==> src/design/rtie_pkg.sv <==
`timescale 1ns / 1ps
package rtie_pkg;

	typedef enum logic [1:0] {
		ST_OK       = 2'd0,
		ST_OVF      = 2'd1,
		ST_MISALIGN = 2'd2,
		ST_INVALID  = 2'd3
	} status_t;

	typedef enum logic [5:0] {
		FN_SLL   = 6'h00,
		FN_SRL   = 6'h02,
		FN_SRA   = 6'h03,
		FN_SLLV  = 6'h04,
		FN_SRLV  = 6'h06,
		FN_SRAV  = 6'h07,
		FN_JR    = 6'h08,
		FN_JALR  = 6'h09,
		FN_MFHI  = 6'h10,
		FN_MTHI  = 6'h11,
		FN_MFLO  = 6'h12,
		FN_MTLO  = 6'h13,
		FN_MULT  = 6'h18,
		FN_MULTU = 6'h19,
		FN_DIV   = 6'h1A,
		FN_DIVU  = 6'h1B,
		FN_ADD   = 6'h20,
		FN_ADDU  = 6'h21,
		FN_SUB   = 6'h22,
		FN_SUBU  = 6'h23,
		FN_AND   = 6'h24,
		FN_OR    = 6'h25,
		FN_XOR   = 6'h26,
		FN_SLT   = 6'h2A,
		FN_SLTU  = 6'h2B
	} funct_t;

	// decoded item handed from front to back
	typedef struct packed {
		logic [5:0]  fn;
		logic [4:0]  rs;
		logic [4:0]  rt;
		logic [4:0]  rd;
		logic [4:0]  sh;
		logic        invalid;
		logic [31:0] pc;
	} dec_t;

	typedef enum logic [2:0] {
		EX_IDLE,
		EX_READ,
		EX_MUL,
		EX_DIV,
		EX_DONE
	} ex_state_t;

	localparam int DecW = $bits(dec_t);

endpackage

==> src/design/rtie_front.sv <==
`timescale 1ns / 1ps
module rtie_front #(
	parameter int Depth = 2
) (
	input  logic                 clk,
	input  logic                 arst_n,
	input  logic                 push,
	output logic                 full,
	input  logic [31:0]          instr_word,
	input  logic [31:0]          current_pc,
	output logic                 dq_valid,
	input  logic                 dq_take,
	output rtie_pkg::dec_t       dq_item
);
	localparam int AW = (Depth > 1) ? $clog2(Depth) : 1;

	rtie_pkg::dec_t       fifo_q [Depth];
	logic [AW-1:0]        wptr_q, rptr_q;
	logic [AW:0]          cnt_q;
	rtie_pkg::dec_t       dec;
	logic                 inv;
	logic [4:0]           rs, rt, rd, sh;
	logic                 wr_en, rd_en;

	assign rs = instr_word[25:21];
	assign rt = instr_word[20:16];
	assign rd = instr_word[15:11];
	assign sh = instr_word[10:6];

	// format checks; divu with zero divisor is settled in the back end
	always_comb begin
		inv = 1'b0;
		unique case (instr_word[5:0])
			rtie_pkg::FN_SLL, rtie_pkg::FN_SRL, rtie_pkg::FN_SRA: inv = (rs != 5'd0);
			rtie_pkg::FN_SLLV, rtie_pkg::FN_SRLV, rtie_pkg::FN_SRAV,
			rtie_pkg::FN_ADD, rtie_pkg::FN_ADDU, rtie_pkg::FN_SUB, rtie_pkg::FN_SUBU,
			rtie_pkg::FN_AND, rtie_pkg::FN_OR, rtie_pkg::FN_XOR,
			rtie_pkg::FN_SLT, rtie_pkg::FN_SLTU: inv = (sh != 5'd0);
			rtie_pkg::FN_JR:   inv = (rs != 5'd0) && (rt != 5'd0) && (sh != 5'd0);
			rtie_pkg::FN_JALR: inv = (rt != 5'd0) && (sh != 5'd0);
			rtie_pkg::FN_MFHI, rtie_pkg::FN_MFLO:
				inv = (rs != 5'd0) || (rt != 5'd0) || (sh != 5'd0);
			rtie_pkg::FN_MTHI, rtie_pkg::FN_MTLO:
				inv = (rt != 5'd0) || (rd != 5'd0) || (sh != 5'd0);
			rtie_pkg::FN_MULT, rtie_pkg::FN_MULTU, rtie_pkg::FN_DIV, rtie_pkg::FN_DIVU:
				inv = (rd != 5'd0) || (sh != 5'd0);
			default: inv = 1'b1;
		endcase
	end

	always_comb begin
		dec.fn      = instr_word[5:0];
		dec.rs      = rs;
		dec.rt      = rt;
		dec.rd      = rd;
		dec.sh      = sh;
		dec.invalid = inv;
		dec.pc      = current_pc;
	end

	assign full     = (cnt_q == (AW+1)'(Depth));
	assign dq_valid = (cnt_q != '0);
	assign wr_en    = push && !full;
	assign rd_en    = dq_take && dq_valid;
	assign dq_item  = fifo_q[rptr_q];

	always_ff @(posedge clk) begin
		if (wr_en) fifo_q[wptr_q] <= dec;
	end

	always_ff @(posedge clk or negedge arst_n) begin
		if (!arst_n) begin
			wptr_q <= '0;
			rptr_q <= '0;
			cnt_q  <= '0;
		end else begin
			if (wr_en) wptr_q <= (wptr_q == AW'(Depth-1)) ? '0 : wptr_q + 1'b1;
			if (rd_en) rptr_q <= (rptr_q == AW'(Depth-1)) ? '0 : rptr_q + 1'b1;
			cnt_q <= cnt_q + (AW+1)'(wr_en) - (AW+1)'(rd_en);
		end
	end
endmodule

==> config.mk <==
export PLATFORM = sky130hd
export DESIGN_NAME = rtie_front
export DESIGN_NICKNAME = d
export VERILOG_FILES = /design/src/design/rtie_pkg.sv /design/src/design/rtie_front.sv
export SDC_FILE = /design/constraint.sdc
export NUM_CORES = 1
export LEC_CHECK = 0
export ABC_CLOCK_PERIOD_IN_PS = 7200
export BUFFER_PORTS_ARGS = -buffer_cell sky130_fd_sc_hd__buf_4
export CORE_MARGIN = 2
export CORE_UTILIZATION = 56
export CTS_CLUSTER_SIZE = 28
export DETAILED_ROUTE_END_ITERATION = 10
export GPL_TIMING_DRIVEN = 0
export PLACE_DENSITY = 0.9
export SYNTH_ARGS = -nofsm -noshare
export SYNTH_HDL_FRONTEND = slang
export SYNTH_SLANG_ARGS = --single-unit
==> constraint.sdc <==
create_clock -name clk -period 7.2 [get_ports clk]
set_input_delay 0.36 -clock clk [delete_from_list [all_inputs] [get_ports clk]]
set_output_delay 0.36 -clock clk [all_outputs]
set_load 0.005 [all_outputs]
# Yosys cells after proc, flatten, opt, wreduce, memory -nomap -nowiden
# Memory sizes are Yosys's and may differ from the RTL's.
# Index checks and enable logic that the tools add are counted.
[totals]
ff_bits = 4
latch_bits = 0
mem_bits_rw = 118
mem_bits_ro = 0
input_bits = 68
out_inout_bits = 61
word_cells = 60
n_memories = 1
[mem_list]
columns = ["name", "depth", "width", "rd", "rd_ports_with_merged_regs", "write_ports", "line_no", "rtl"]
rows = [
  ["fifo_q", 2, 59, 1, 0, 1, "rtie_front.sv:17", "rtie_pkg::dec_t fifo_q [Depth];"],
]
[classes]
n_addsub = 4
n_mul = 0
n_div = 0
order_cmp = 0
n_eq_ne = 25
shifts = 0
muxes = 5
n_bitwise = 0
reduce_logical = 22
[ops]
columns = ["op", "count"]
rows = [
  ["$eq A6 B6 Y1 const B", 9],
  ["$eq A6 B5 Y1 const B", 8],
  ["$reduce_bool A5 Y1", 4],
  ["$eq A6 B3 Y1 const B", 3],
  ["$eq A6 B2 Y1 const B", 2],
  ["$eq A6 B4 Y1 const B", 2],
  ["$reduce_or A12 Y1", 1],
  ["$pmux W1 S7", 1],
  ["$logic_not A6 Y1", 1],
  ["$logic_and A1 B1 Y1", 5],
  ["$logic_or A1 B1 Y1", 5],
  ["$mux W1", 4],
  ["$reduce_or A2 Y1", 2],
  ["$reduce_or A4 Y1", 1],
  ["$reduce_or A3 Y1", 1],
  ["$add A1 B1 Y1 const B", 2],
  ["$add A2 B1 Y2", 1],
  ["$eq A2 B2 Y1 const B", 1],
  ["$reduce_bool A2 Y1", 1],
  ["$sub A2 B1 Y2", 1],
  ["$logic_not A1 Y1", 1],
]

# Depth between registers and ports, before layout
[depth]
word_depth = 5
mapped_depth = 7
mapped_depth_nobuf = 7

# Worst setup path after synthesis
# No wires, ideal clock.
[synth_timing]
path_kind = "reg-to-reg"
from = "register cnt_q[1]"
to = "memory fifo_q[0][0] in the netlist's numbering (enable)"
setup_time_ps = 476
arrival_ps = 3059
t_required_ps = 6724
path_slack_ps = 3665
path_stages_with_launch = 4
path_buffers = 0
period_less_slack_ps = 3535
cell_sequence = "dfrtp_1 > nand2b_1 > nand2_1 > nor2_1"
[synth_between]
elab_chain_cells = 5
[synth_lines]
columns = ["element", "line_no", "rtl"]
rows = [
  ["from (decl)", "rtie_front.sv:19", "logic [AW:0] cnt_q;"],
  ["from (signal assigned)", "rtie_front.sv:79", "cnt_q <= cnt_q + (AW+1)'(wr_en) - (AW+1)'(rd_en);"],
  ["$eq A2 B2 Y1", "rtie_front.sv:61", "assign full = (cnt_q == (AW+1)'(Depth));"],
  ["$logic_not A1 Y1", "rtie_front.sv:63", "assign wr_en = push && !full;"],
  ["$logic_and A1 B1 Y1", "rtie_front.sv:63", ""],
  ["$mux W1", "rtie_front.sv:68", "if (wr_en) fifo_q[wptr_q] <= dec;"],
  ["$mux W1 (implied by the code)", "rtie_front.sv:68", ""],
  ["to (decl)", "rtie_front.sv:17", ""],
]
# Every way passes these cells.

==> impl_metrics.py <==
metrics = {
    "sta": {
        "finClkSkew_ns": 0.01580,
        "fmax_ghz": 0.4311,
        "min_period_over_period_pct": 32.22,
        "grt_setup_unrepaired": "no",
        "slew_viol_final": 0,
        "finalSetupViolCount": 0,
        "tightest_slew_ns": 1.011,
        "finalHoldViolCount": 0,
        "relSlewSlack_pct": 32.45,
        "fin_crit_ns": 2.320,
        "tns_ns": 0,
    },
    "clock_network": {
        "ctsHtreeMaxLevel": 4,
        "cts_root_buf": "clkbuf_8",
        "cts_made_buffers": 17,
        "path_clk_slew_ns": 0.06,
        "cts_tree": "built",
        "clockBufferDepth": 2,
        "clkLatencyLatePin_ns": 0.51,
        "cts_sinks": 122,
    },
    "setup_path": {
        "crit_fanout": 10,
        "worstSetupStartpointType": "flip-flop",
        "crit_start": "rptr_q$_DFFE_PN0P_",
        "criticalPathCategory": "flip-flop to primary output",
        "critPathCaptureType": "primary output",
        "worstPathRequired_ns": 6.84,
        "rr_startpoint": "cnt_q[1]$_DFF_PN0_",
        "cp.arrival_ns": 1.96,
    },
    "global_routing": {
        "grt_max_degree": 37,
        "grt_pass1_vias": 2765,
        "grt-ovfl-total": 0,
        "antenna_found_initial": 0,
        "grt_pass1_wl_um": 13670,
        "grt_use_total_pct": 21.34,
    },
    "synthesis": {
        "synth_cell_types": 31,
        "synth_edf_count": 118,
        "synth-compound-area-share_pct": 1.969,
        "synth_top_family_by_area": "multiplexers",
        "synth_cells": 234,
        "yosysSeqAreaShare_pct": 78.55,
        "synth-xor-area-share_pct": 0.7553,
        "synthArstFlopShare_pct": 3.279,
        "synthAdderAreaFrac_pct": 0.5395,
        "yosysWarnings": 0,
        "yosys.area_share.simple_pct": 2.886,
        "syn_avg_cell_area_sq_um": 19.82,
        "synth-seq-cells": 122,
        "synth.mux.area_fraction_pct": 14.32,
        "syn_nets": 304,
        "syn_area_sq_mm": 0.004638,
        "synth-main-ff-cell": "edfxtp_1",
    },
    "route": {
        "drt_iter0_drc": 140,
        "vias_per_cell": 5.339,
        "vias": 2648,
        "drt-pass1-iter-count": 4,
        "ant_nets": 0,
        "avgRoutedWirePerCell_um": 18.70,
        "drc": 0,
        "postRouteWirelength_um": 9274,
    },
    "die": {
        "die-width_um": 95.01,
        "die_h_um": 95.01,
        "die-area_sq_mm": 0.009027,
        "start_util_pct": 57.02,
        "coreArea_sq_mm": 0.008134,
        "rows": 33,
        "io_pins": 129,
    },
    "cells_and_area": {
        "final_common_cell": "buf_4",
        "instances_no_fill": 496,
        "syn_to_final_growth_pct": 36.42,
        "layout_common_cells": "buf_4 (122), edfxtp_1 (118), mux2_2 (59)",
        "fillers": 456,
        "seq_area_sq_mm": 0.003643,
        "nNetsFinal": 448,
        "multi_input_comb_area_sq_um": 958.4,
        "num_antenna_cells": 0,
        "drive_gt1_share_pct": 58.31,
    },
    "run_status": {
        "status": "completed",
    },
    "power_and_ir_drop": {
        "p_int_w": 0.001876,
        "power.leakage_nw": 2.412,
        "powerDensity_mw_per_mm2": 403.8,
        "seq_power_share_pct": 39.7,
        "switching_share_pct": 26.57,
        "total_power_w": 0.002555,
        "p_comb_share_pct": 28.7,
        "ir_worst_vdd_uv": 208.6,
        "p_switching_w": 0.0006788,
        "clock_power_share_pct": 31.6,
    },
    "place": {
        "dp_hpwl_um": 5996,
        "post-place-cells": 463,
        "io_buffers": 122,
        "gp_congestion": 0.7751,
    },
    "hold_path": {
        "min_path_type": "input port to flip-flop",
        "worstHoldStart": "current_pc[12]",
    },
    "run": {
        "drv_cap": 0,
    },
}
-- final cells by class --
| cell class | count | share of cell area (%) |
|---|---|---|
| Buffer | 7 | 0.5339 |
| Clock inverter | 14 | 2.610 |
| Multi-Input combinational cell | 102 | 15.15 |
| Clock buffer | 18 | 6.605 |
| Tap cell | 105 | 2.076 |
| Sequential cell | 122 | 57.58 |
| Inverter | 3 | 0.1780 |
| Timing Repair Buffer | 125 | 15.27 |
-- power groups by stage --
stage	Sequential (W)	Combinational, W	Clock [W]
3_3_place_gp	0.00103	0.000702	0
3_5_place_dp	0.00103	0.000734	0
6_report	0.00101	0.000733	0.000807
2_1_floorplan	0.00102	0.000373	0
4_1_cts	0.00102	0.000746	0.000823
5_1_grt	0.00103	0.000796	0.000850
-- path summary, 6_finish.rpt --
path	endpoint	slack (ns)	cells past startpoint
max	dq_item[10]	4.88	4
max reg2reg	fifo_q[0][24]$_DFFE_PP_	5.11	4
max in group asynchronous	rptr_q$_DFFE_PN0P_	6.91	2
min	fifo_q[0][12]$_DFFE_PP_	0.04	1
min reg2reg	cnt_q[1]$_DFF_PN0_	0.49	1
min in group asynchronous	cnt_q[1]$_DFF_PN0_	0.19	2
-- cell usage after synthesis (2+ instances only) --
| library cell | n | area (sq um) |
|---|---|---|
| edfxtp_1 | 118 | 3543 |
| mux2_2 | 59 | 664.4 |
| nor2_1 | 9 | 33.78 |
| buf_2 | 6 | 30.03 |
| dfrtp_1 | 4 | 100.1 |
| a21oi_1 | 3 | 15.01 |
| inv_1 | 3 | 11.26 |
| nand2_1 | 3 | 11.26 |
| xnor2_1 | 3 | 26.28 |
| ha_1 | 2 | 25.02 |
| nand2b_1 | 2 | 12.51 |
| nor3_1 | 2 | 10.01 |
| o21ai_0 | 2 | 10.01 |
-- cell families (layout without fill, tap and decap cells) --
| logic type | Yosys count | in the layout |
|---|---|---|
| fa+ha+maj | 2 | 2 |
| buf+inv | 10 | 167 |
| flops | 122 | 122 |
| xor+xnor | 4 | 4 |
| compound gates | 12 | 12 |
| simple gates | 25 | 25 |
| mux | 59 | 59 |
-- state kept, by name (all words and copies together) (netlist names) --
| name | count |
|---|---|
| wptr_q | 1 |
| fifo_q | 118 |
| rptr_q | 1 |
| cnt_q | 2 |
-- worst max-delay path, cell delays in order, from the launching register on --
cell,delay [ns]
dfrtp_1,0.32
clkbuf_1,0.29
buf_2,0.34
mux2_2,0.38
buf_4,0.14
-- per-layer routing --
layer / track usage, % / wire length (um) / up-vias
li1: - / - / 1214
met1: 23.08 / 3489 / 1307
met2: 37.29 / 4936 / 118
met3: 9.012 / 736 / 9
met4: 8.092 / 112 / 0
met5: 0 / 0 / -
-- what timing repair did --
item,CTS,global route
hold buffers,1,0
endpoints found under the hold margin,4,0
gates resized for setup,0,0
buffers inserted,0,0
-- stage by stage --
step | utilization (%) | worst slack, ns | hold slack, ns | area (sq um)
6_report | 77.79 | 4.880 | 0.03699 | 6327
3_5_place_dp | 70.50 | 5.102 | 0.1598 | 5734
2_1_floorplan | - | 3.665 | 0.06441 | 4638
5_1_grt | 77.79 | 4.763 | 0.004695 | 6327
4_1_cts | 77.79 | 4.825 | 0.01529 | 6327
3_3_place_gp | 69.90 | 2.377 | 0.1575 | 5685
Note: power is estimated with default switching activity, not from simulation.
